==> src/rtl/double_ended_queue_assert.svh <==
// assertion macros for the double-ended queue
// expects clk and rst_n in the scope of each use
`ifndef DOUBLE_ENDED_QUEUE_ASSERT_SVH
`define DOUBLE_ENDED_QUEUE_ASSERT_SVH

// same-cycle implication, checked while out of reset
`define DQC_ASSERT_NOW(label, ante, cons, msg) \
  label: assert property (@(posedge clk) disable iff (!rst_n) (ante) |-> (cons)) \
    else $error(msg);

// next-cycle implication, checked while out of reset
`define DQC_ASSERT_NEXT(label, ante, cons, msg) \
  label: assert property (@(posedge clk) disable iff (!rst_n) (ante) |=> (cons)) \
    else $error(msg);

`endif

==> src/rtl/dqc_pkg.sv <==
// shared types, constants and index helpers for the double-ended queue
// no dependencies
`default_nettype none

package dqc_pkg;

  localparam int unsigned DEPTH = 128;
  localparam int unsigned IDX_W = (DEPTH > 1) ? $clog2(DEPTH) : 1;
  localparam int unsigned CNT_W = $clog2(DEPTH + 1);
  localparam int unsigned WORD_W = 32;
  localparam int unsigned OCC_W = 8;

  typedef logic [IDX_W-1:0] idx_t;
  typedef logic [CNT_W-1:0] cnt_t;
  typedef logic signed [WORD_W-1:0] word_t;
  typedef logic [OCC_W-1:0] occ_t;

  typedef enum logic [1:0] {
    CMD_PUSH_FRONT = 2'd0,
    CMD_PUSH_BACK  = 2'd1,
    CMD_POP_FRONT  = 2'd2,
    CMD_POP_BACK   = 2'd3
  } cmd_t;

  typedef enum logic [1:0] {
    ST_OK    = 2'd0,
    ST_FULL  = 2'd1,
    ST_EMPTY = 2'd2
  } status_t;

  // write request at the ring's access port
  typedef struct packed {
    logic  wr_en;
    word_t wr_data;
  } port_req_t;

  // what sits at the access port this cycle
  typedef struct packed {
    idx_t  addr;
    word_t data;
  } port_rsp_t;

  function automatic idx_t idx_up(input idx_t i);
    return (i == idx_t'(DEPTH - 1)) ? '0 : idx_t'(i + 1'b1);
  endfunction

  function automatic idx_t idx_down(input idx_t i);
    return (i == '0) ? idx_t'(DEPTH - 1) : idx_t'(i - 1'b1);
  endfunction

endpackage

`default_nettype wire

==> src/rtl/dqc_if.sv <==
// valid/ready channels for command items and result items
// depends on dqc_pkg
`default_nettype none

interface dqc_in_if;
  logic          valid;
  logic          ready;
  logic [1:0]    cmd;
  dqc_pkg::word_t push_value;

  modport source (output valid, output cmd, output push_value, input ready);
  modport sink (input valid, input cmd, input push_value, output ready);
endinterface

interface dqc_out_if;
  logic           valid;
  logic           ready;
  dqc_pkg::word_t pop_value;
  logic [1:0]     status;
  dqc_pkg::occ_t  occupancy;
  logic           is_empty;
  logic           is_full;

  modport source (output valid, output pop_value, output status, output occupancy,
                  output is_empty, output is_full, input ready);
  modport sink (input valid, input pop_value, input status, input occupancy,
                input is_empty, input is_full, output ready);
endinterface

`default_nettype wire

==> src/rtl/double_ended_queue.sv <==
// bounded double-ended queue of signed words on a rotating ring of DEPTH cells
// refused items answer in the next cycle; others wait in the seek state for the
//   addressed word to rotate into cell 0 (the ring turns one place per cycle)
// one item in flight: refused items can be taken one per cycle while out_ch.ready holds;
//   the next item is taken only when the result register frees
// reset: synchronous active-low rst_n empties the queue; no clearing pass is needed
`default_nettype none

module double_ended_queue (
  input  wire logic  clk,
  input  wire logic  rst_n,
  dqc_in_if.sink     in_ch,
  dqc_out_if.source  out_ch
);

  `include "double_ended_queue_assert.svh"

  localparam dqc_pkg::cnt_t CNT_FULL = dqc_pkg::cnt_t'(dqc_pkg::DEPTH);

  typedef enum logic [1:0] {
    S_IDLE = 2'b01,
    S_SEEK = 2'b10
  } state_t;

  state_t state_r, state_nxt;

  // queue pointers: head is the front word, tail is one past the back word
  dqc_pkg::idx_t head_r, head_nxt;
  dqc_pkg::idx_t tail_r, tail_nxt;
  dqc_pkg::cnt_t cnt_r, cnt_nxt;

  // item being worked on
  dqc_pkg::cmd_t  op_r, op_nxt;
  dqc_pkg::idx_t  tgt_r, tgt_nxt;
  dqc_pkg::word_t val_r, val_nxt;

  // result register
  logic             out_valid_r, out_valid_nxt;
  dqc_pkg::word_t   pop_value_r, pop_value_nxt;
  dqc_pkg::status_t status_r, status_nxt;
  dqc_pkg::cnt_t    res_cnt_r, res_cnt_nxt;

  dqc_pkg::port_req_t ring_req;
  dqc_pkg::port_rsp_t ring_rsp;

  logic           in_fire;
  logic           is_push;
  logic           refuse;
  dqc_pkg::cmd_t  in_cmd;
  dqc_pkg::idx_t  in_tgt;
  logic           hit;
  dqc_pkg::idx_t  tail_chk;
  logic [dqc_pkg::IDX_W:0] tail_sum;
  logic           done_idle;

  dqc_ring u_ring (
    .clk   (clk),
    .rst_n (rst_n),
    .req   (ring_req),
    .rsp   (ring_rsp)
  );

  // take a new item only when nothing is in flight and the result slot frees up
  assign in_ch.ready = (state_r == S_IDLE) && (!out_valid_r || out_ch.ready);
  assign in_fire = in_ch.valid && in_ch.ready;

  assign in_cmd  = dqc_pkg::cmd_t'(in_ch.cmd);
  assign is_push = (in_cmd == dqc_pkg::CMD_PUSH_FRONT) ||
                   (in_cmd == dqc_pkg::CMD_PUSH_BACK);
  assign refuse  = is_push ? (cnt_r == CNT_FULL) : (cnt_r == '0);

  // ring address each command touches
  always_comb begin
    unique case (in_cmd)
      dqc_pkg::CMD_PUSH_FRONT: in_tgt = dqc_pkg::idx_down(head_r);
      dqc_pkg::CMD_PUSH_BACK:  in_tgt = tail_r;
      dqc_pkg::CMD_POP_FRONT:  in_tgt = head_r;
      dqc_pkg::CMD_POP_BACK:   in_tgt = dqc_pkg::idx_down(tail_r);
      default:                 in_tgt = head_r;
    endcase
  end

  // addressed word sits in cell 0 this cycle
  assign hit = (state_r == S_SEEK) && (ring_rsp.addr == tgt_r);

  assign ring_req.wr_en = hit && ((op_r == dqc_pkg::CMD_PUSH_FRONT) ||
                                  (op_r == dqc_pkg::CMD_PUSH_BACK));
  assign ring_req.wr_data = val_r;

  always_comb begin
    state_nxt     = state_r;
    head_nxt      = head_r;
    tail_nxt      = tail_r;
    cnt_nxt       = cnt_r;
    op_nxt        = op_r;
    tgt_nxt       = tgt_r;
    val_nxt       = val_r;
    out_valid_nxt = out_valid_r && !out_ch.ready;
    pop_value_nxt = pop_value_r;
    status_nxt    = status_r;
    res_cnt_nxt   = res_cnt_r;

    unique case (state_r)
      S_IDLE: begin
        if (in_fire) begin
          if (refuse) begin
            // refused items answer at once and leave the queue untouched
            out_valid_nxt = 1'b1;
            pop_value_nxt = '0;
            status_nxt    = is_push ? dqc_pkg::ST_FULL : dqc_pkg::ST_EMPTY;
            res_cnt_nxt   = cnt_r;
          end else begin
            op_nxt    = in_cmd;
            tgt_nxt   = in_tgt;
            val_nxt   = in_ch.push_value;
            state_nxt = S_SEEK;
          end
        end
      end
      S_SEEK: begin
        if (hit) begin
          out_valid_nxt = 1'b1;
          status_nxt    = dqc_pkg::ST_OK;
          pop_value_nxt = '0;
          case (op_r)
            dqc_pkg::CMD_PUSH_FRONT: begin
              head_nxt = tgt_r;
              cnt_nxt  = dqc_pkg::cnt_t'(cnt_r + 1'b1);
            end
            dqc_pkg::CMD_PUSH_BACK: begin
              tail_nxt = dqc_pkg::idx_up(tgt_r);
              cnt_nxt  = dqc_pkg::cnt_t'(cnt_r + 1'b1);
            end
            dqc_pkg::CMD_POP_FRONT: begin
              head_nxt      = dqc_pkg::idx_up(tgt_r);
              cnt_nxt       = dqc_pkg::cnt_t'(cnt_r - 1'b1);
              pop_value_nxt = ring_rsp.data;
            end
            default: begin
              tail_nxt      = tgt_r;
              cnt_nxt       = dqc_pkg::cnt_t'(cnt_r - 1'b1);
              pop_value_nxt = ring_rsp.data;
            end
          endcase
          res_cnt_nxt = cnt_nxt;
          state_nxt   = S_IDLE;
        end
      end
      default: begin
        state_nxt = S_IDLE;
      end
    endcase
  end

  always_ff @(posedge clk) begin
    if (!rst_n) begin
      state_r     <= S_IDLE;
      head_r      <= '0;
      tail_r      <= '0;
      cnt_r       <= '0;
      out_valid_r <= 1'b0;
    end else begin
      state_r     <= state_nxt;
      head_r      <= head_nxt;
      tail_r      <= tail_nxt;
      cnt_r       <= cnt_nxt;
      out_valid_r <= out_valid_nxt;
    end
  end

  // payload registers carry no reset
  always_ff @(posedge clk) begin
    op_r        <= op_nxt;
    tgt_r       <= tgt_nxt;
    val_r       <= val_nxt;
    pop_value_r <= pop_value_nxt;
    status_r    <= status_nxt;
    res_cnt_r   <= res_cnt_nxt;
  end

  assign out_ch.valid     = out_valid_r;
  assign out_ch.pop_value = pop_value_r;
  assign out_ch.status    = status_r;
  assign out_ch.occupancy = dqc_pkg::occ_t'(res_cnt_r);
  assign out_ch.is_empty  = (res_cnt_r == '0);
  assign out_ch.is_full   = (res_cnt_r == CNT_FULL);

  // head plus count, wrapped, must land on the tail
  assign tail_sum = {1'b0, head_r} + (dqc_pkg::IDX_W + 1)'(cnt_r % dqc_pkg::DEPTH);
  assign tail_chk = (tail_sum >= (dqc_pkg::IDX_W + 1)'(dqc_pkg::DEPTH)) ?
                    dqc_pkg::idx_t'(tail_sum - (dqc_pkg::IDX_W + 1)'(dqc_pkg::DEPTH)) :
                    dqc_pkg::idx_t'(tail_sum);

  // result waiting and ready for the next item
  assign done_idle = out_valid_r && (state_r == S_IDLE);

  `DQC_ASSERT_NOW(a_cnt_bound, 1'b1, cnt_r <= CNT_FULL, "count above depth")
  `DQC_ASSERT_NOW(a_ptr_cnt, 1'b1, tail_chk == tail_r, "head, tail and count disagree")
  `DQC_ASSERT_NOW(a_seek_slot, state_r == S_SEEK, !out_valid_r, "result slot busy")
  `DQC_ASSERT_NEXT(a_refuse_out, in_fire && refuse, done_idle, "refused item gave no result")
  `DQC_ASSERT_NEXT(a_hit_done, hit, done_idle, "access did not complete")

endmodule

`default_nettype wire

==> src/rtl/dqc_cell.sv <==
// one storage cell of the rotating ring
// depends on dqc_pkg
`default_nettype none

module dqc_cell (
  input  wire logic           clk,
  input  wire dqc_pkg::word_t shift_in,
  input  wire logic           load_en,
  input  wire dqc_pkg::word_t load_data,
  output dqc_pkg::word_t      q
);

  dqc_pkg::word_t data_r;
  dqc_pkg::word_t data_nxt;

  always_comb begin
    data_nxt = load_en ? load_data : shift_in;
  end

  always_ff @(posedge clk) begin
    data_r <= data_nxt;
  end

  assign q = data_r;

endmodule

`default_nettype wire

==> src/rtl/dqc_ring.sv <==
// ring of cells rotating one place per cycle, accessed at cell 0
// depends on dqc_pkg and dqc_cell
`default_nettype none

module dqc_ring (
  input  wire logic                clk,
  input  wire logic                rst_n,
  input  wire dqc_pkg::port_req_t  req,
  output dqc_pkg::port_rsp_t       rsp
);

  localparam int unsigned N = dqc_pkg::DEPTH;

  dqc_pkg::word_t cell_q [N];
  dqc_pkg::idx_t  phase_r;
  dqc_pkg::idx_t  phase_nxt;

  for (genvar i = 0; i < N; i++) begin : g_cell
    localparam int unsigned NEXT = (i + 1) % N;
    localparam bit IS_LAST = (i == N - 1);
    logic load_en;
    // the word leaving cell 0 enters the last cell, replaced on a write
    assign load_en = IS_LAST ? req.wr_en : 1'b0;
    dqc_cell u_cell (
      .clk       (clk),
      .shift_in  (cell_q[NEXT]),
      .load_en   (load_en),
      .load_data (req.wr_data),
      .q         (cell_q[i])
    );
  end

  // address of the word now in cell 0
  always_comb begin
    phase_nxt = dqc_pkg::idx_up(phase_r);
  end

  always_ff @(posedge clk) begin
    if (!rst_n) begin
      phase_r <= '0;
    end else begin
      phase_r <= phase_nxt;
    end
  end

  assign rsp.addr = phase_r;
  assign rsp.data = cell_q[0];

endmodule

`default_nettype wire
==> src/flat_wrapper.sv <==
// flat-port wrapper written by rule: the top's interface ports become plain ports
module double_ended_queue_flat 
  (clk, rst_n, in_ch_valid, in_ch_cmd, in_ch_push_value, in_ch_ready, out_ch_valid, out_ch_pop_value, out_ch_status, out_ch_occupancy, out_ch_is_empty, out_ch_is_full, out_ch_ready);
  dqc_in_if in_ch_i ();
  dqc_out_if out_ch_i ();
  input  wire logic clk;
  input  wire logic rst_n;
  input wire logic [$bits(in_ch_i.valid)-1:0] in_ch_valid;
  input wire logic [$bits(in_ch_i.cmd)-1:0] in_ch_cmd;
  input wire logic [$bits(in_ch_i.push_value)-1:0] in_ch_push_value;
  output wire logic [$bits(in_ch_i.ready)-1:0] in_ch_ready;
  output wire logic [$bits(out_ch_i.valid)-1:0] out_ch_valid;
  output wire logic [$bits(out_ch_i.pop_value)-1:0] out_ch_pop_value;
  output wire logic [$bits(out_ch_i.status)-1:0] out_ch_status;
  output wire logic [$bits(out_ch_i.occupancy)-1:0] out_ch_occupancy;
  output wire logic [$bits(out_ch_i.is_empty)-1:0] out_ch_is_empty;
  output wire logic [$bits(out_ch_i.is_full)-1:0] out_ch_is_full;
  input wire logic [$bits(out_ch_i.ready)-1:0] out_ch_ready;
  assign in_ch_i.valid = in_ch_valid;
  assign in_ch_i.cmd = in_ch_cmd;
  assign in_ch_i.push_value = in_ch_push_value;
  assign in_ch_ready = in_ch_i.ready;
  assign out_ch_valid = out_ch_i.valid;
  assign out_ch_pop_value = out_ch_i.pop_value;
  assign out_ch_status = out_ch_i.status;
  assign out_ch_occupancy = out_ch_i.occupancy;
  assign out_ch_is_empty = out_ch_i.is_empty;
  assign out_ch_is_full = out_ch_i.is_full;
  assign out_ch_i.ready = out_ch_ready;
  double_ended_queue u_core (.clk(clk), .rst_n(rst_n), .in_ch(in_ch_i), .out_ch(out_ch_i));
endmodule
==> config.mk <==
export PLATFORM = sky130hd
export DESIGN_NAME = double_ended_queue_flat
export DESIGN_NICKNAME = d
export VERILOG_FILES = /design/src/rtl/dqc_pkg.sv /design/src/rtl/dqc_if.sv /design/src/rtl/double_ended_queue.sv /design/src/rtl/dqc_cell.sv /design/src/rtl/dqc_ring.sv /design/src/flat_wrapper.sv
export VERILOG_INCLUDE_DIRS = /design/src /design/src/rtl
export SDC_FILE = /design/constraint.sdc
export NUM_CORES = 2
export LEC_CHECK = 0
export ABC_AREA = 1
export BUFFER_PORTS_ARGS = -buffer_cell sky130_fd_sc_hd__buf_2
export CAP_MARGIN = 0
export CORE_MARGIN = 3
export CORE_UTILIZATION = 50
export DETAILED_ROUTE_END_ITERATION = 10
export GPL_ROUTABILITY_DRIVEN = 1
export PLACE_DENSITY_LB_ADDON = 0.3
export SYNTH_ARGS = -nofsm -noshare
export SYNTH_HDL_FRONTEND = slang
export SYNTH_SLANG_ARGS = --single-unit
==> constraint.sdc <==
create_clock -name clk -period 7.3 [get_ports clk]
set_input_delay 1.095 -clock clk [delete_from_list [all_inputs] [get_ports clk]]
set_output_delay 1.095 -clock clk [all_outputs]
set_load 0.05 [all_outputs]
==> results.toml <==
[clocking]
root_buffer = "clkbuf_16"
cts_hold_repair.buffers = 0
clockBufferDepth = 4
cts_resized = 0
cts_made_buffers = 376
cts_tree = "built"
cts.reportedPaths.clkPinSlew_ns = 0.06
clock_latency_ns = 0.91
cts_sinks = 4211
htree_levels = 5
post_cts_buffers = 0

[logic_synthesis]
synthesis.area_mm2 = 0.0881
synth.distinct_cells = 40
synth_ff_type = "dfxtp_1"
syn-instance-count = 4808
synth.area.top_cells = "dfxtp_1, edfxtp_1, nand2_1"
synth-seq-cells = 4211
async_reset_ff_share_pct = 0
yosysSeqAreaShare_pct = 96.7
synth_nets = 4861
yosys.area.top_type = "dfxtp_1"
synth-edff-count = 83
synth_area_per_cell_um2 = 18.3
synth_top_area_share_pct = 93.8
yosysWarnings = 0

[run]
maxCapViolations = 0

[placed_design]
hpwl_mm = 49.2
gp_congestion = 0.788
placed_area_mm2 = 0.0913
io_buffers = 83
dp.cells = 7198

[setup_path]
crit_type = "reg -> out"
cp-end-kind = "primary output"
cp_data_required_time_ns = 6.20
start_kind = "flop"
critical_path.max_fanout = 2
cp.arrival_ns = 2.11

[grt]
grt_first_pass_wirelength_mm = 164
grt_max_degree = 43
grtUsageTotal_pct = 11.3
grt_pass1_vias = 31745
overflow = 0
antenna_found_initial = 7

[die]
io_pins = 84
die_w_um = 426
start_util_pct = 50.5
die_y_um = 426
core_mm2 = 0.174
dieArea_mm2 = 0.181
num_rows = 153

[route]
vias = 31292
drt-vias-per-instance = 3.98
wire_per_inst_um = 12.8
drc = 0
antenna_left = 0
drt_iter0_markers = 1545
firstDrtPassIters = 5
routed_wl_mm = 100

[sta]
worst_pin_slew_ns = 1.10
finalCritPeriodShare_pct = 43.9
rsz0062_at_grt = "no"
skew_ns = 0.0557
max_slew_margin_pct = 26.6
fmax_mhz = 312
setup_viol = 0
finalMaxSlewViolations = 0
tns_ns = 0
hold_viol = 0
period_minus_slack_ns = 3.20

[layout]
drive_gt1_share_pct = 13.0
design_area_mm2 = 0.104
multi_input_area_mm2 = 0.00240
final_nets = 5304
area_delta_synth_final_pct = 18.1
fin_cells = 7862
nFillCells = 12453
regArea_mm2 = 0.0851

[power_and_ir_drop]
ir_worst_vdd_uv = 211
cellPowerDensity_mw_per_mm2 = 414
leakage_uw = 0.0422

[hold_path]
hold_path_class = "reg -> reg"

[status]
status = "complete, no violations"
==> worst max-delay path, cell delays in order, from the launching register on <==
cell and delay, ns:
edfxtp_1 0.38, nor4_1 0.32, nand2_1 0.13, nor2_1 0.10, buf_2 0.27
==> cell usage in the layout (no fill, tap or decap), drive strengths merged, types with 12 or more instances in the layout <==
master / count
nor2: 89
edfxtp: 83
dfxtp: 4128
bufinv: 41
clkinv: 75
xor2: 15
clkinvlp: 12
nand2: 201
a21oi: 28
o21ai: 34
inv: 111
nand3: 60
ha: 14
clkbuf: 523
buf: 88
==> layer usage <==
metal | vias up | global-route usage [%] | wire length (um)
met4 | 0 | 5.47 | 3340
li1 | 15842 | - | -
met5 | - | 0 | 0
met1 | 14664 | 15.9 | 50600
met2 | 519 | 15.9 | 41500
met3 | 267 | 3.37 | 5030
==> cell usage after synthesis, types with 4 or more instances <==
library cell,number
nand3_2,22
nor2_1,84
clkbuf_1,6
xor2_1,15
nor3_1,4
nand3_1,37
nand4_1,4
a21oi_1,28
edfxtp_1,83
o21ai_0,32
inv_1,97
ha_1,14
dfxtp_1,4128
xnor2_1,5
buf_2,8
nand2_1,199
a22oi_1,4
==> flip-flops by register name (all words and copies together) (netlist names) <==
register and flops:
u_core.val_r 32, u_core.tail_r 7, u_core.out_ch.occupancy 8, u_core.tgt_r 7, u_core.u_ring.phase_r 7, u_core.cnt_r 8
u_core.out_ch.status 2, u_core.state_r 2, u_core.op_r 2, u_core.u_ring.g_cell.u_cell.q 4096, u_core.out_ch.valid 1, u_core.head_r 7
u_core.out_ch.pop_value 32
==> cells by family (layout without fill, tap and decap cells) <==
family | Yosys count | count (layout) | share of synthesized area (%)
buf+inv | 124 | 850 | 0.622
other cells | 0 | 3 | 0
compound gates | 77 | 77 | 0.479
fa+ha+maj | 15 | 15 | 0.222
simple gates | 361 | 361 | 1.82
xor+xnor | 20 | 20 | 0.199
flops | 4211 | 4211 | 96.7
==> through the flow <==
step	setup slack (ns)	total power (uW)	hold slack, ns	util [%]
2_1_floorplan	3.01	23800	0.310	-
3_3_place_gp	4.15	23900	0.310	52.3
3_5_place_dp	4.09	23900	0.312	52.3
4_1_cts	3.99	43700	0.277	59.6
5_1_grt	3.90	44600	0.296	59.7
6_report	4.10	43100	0.294	59.7
==> layout make-up <==
class | instances | area share, %
flip-flops and latches | 4211 | 81.8
clock buffers | 523 | 10.5
well taps | 2325 | 2.80
multi-input cells | 473 | 2.31
clock inverters | 138 | 1.79
repair buffers | 88 | 0.435
inverters | 101 | 0.367
diodes | 3 | 0.00722
==> path summary, 6_finish.rpt <==
kind / from / to / slack, ns / depth (start not counted)
setup / recovery: u_core.out_ch.occupancy[1]$_DFFE_PP_ / out_ch_is_empty / 4.10 / 4
hold / removal: u_core.u_ring.g_cell[102].u_cell.q[4]$_DFF_P_ / u_core.u_ring.g_cell[101].u_cell.q[4]$_DFF_P_ / 0.29 / 0
setup reg to reg: u_core.tgt_r[4]$_DFFE_PP_ / u_core.u_ring.g_cell[127].u_cell.q[15]$_DFF_P_ / 4.78 / 10
hold reg to reg: u_core.u_ring.g_cell[102].u_cell.q[4]$_DFF_P_ / u_core.u_ring.g_cell[101].u_cell.q[4]$_DFF_P_ / 0.29 / 0
==> power breakdown <==
group | internal [uW] | switching [uW]
clock network | 11900 | 7810
logic | 54.4 | 221
registers | 23100 | 29.3
total | 35000 | 8060
Note: power is estimated with default switching activity, not from simulation.
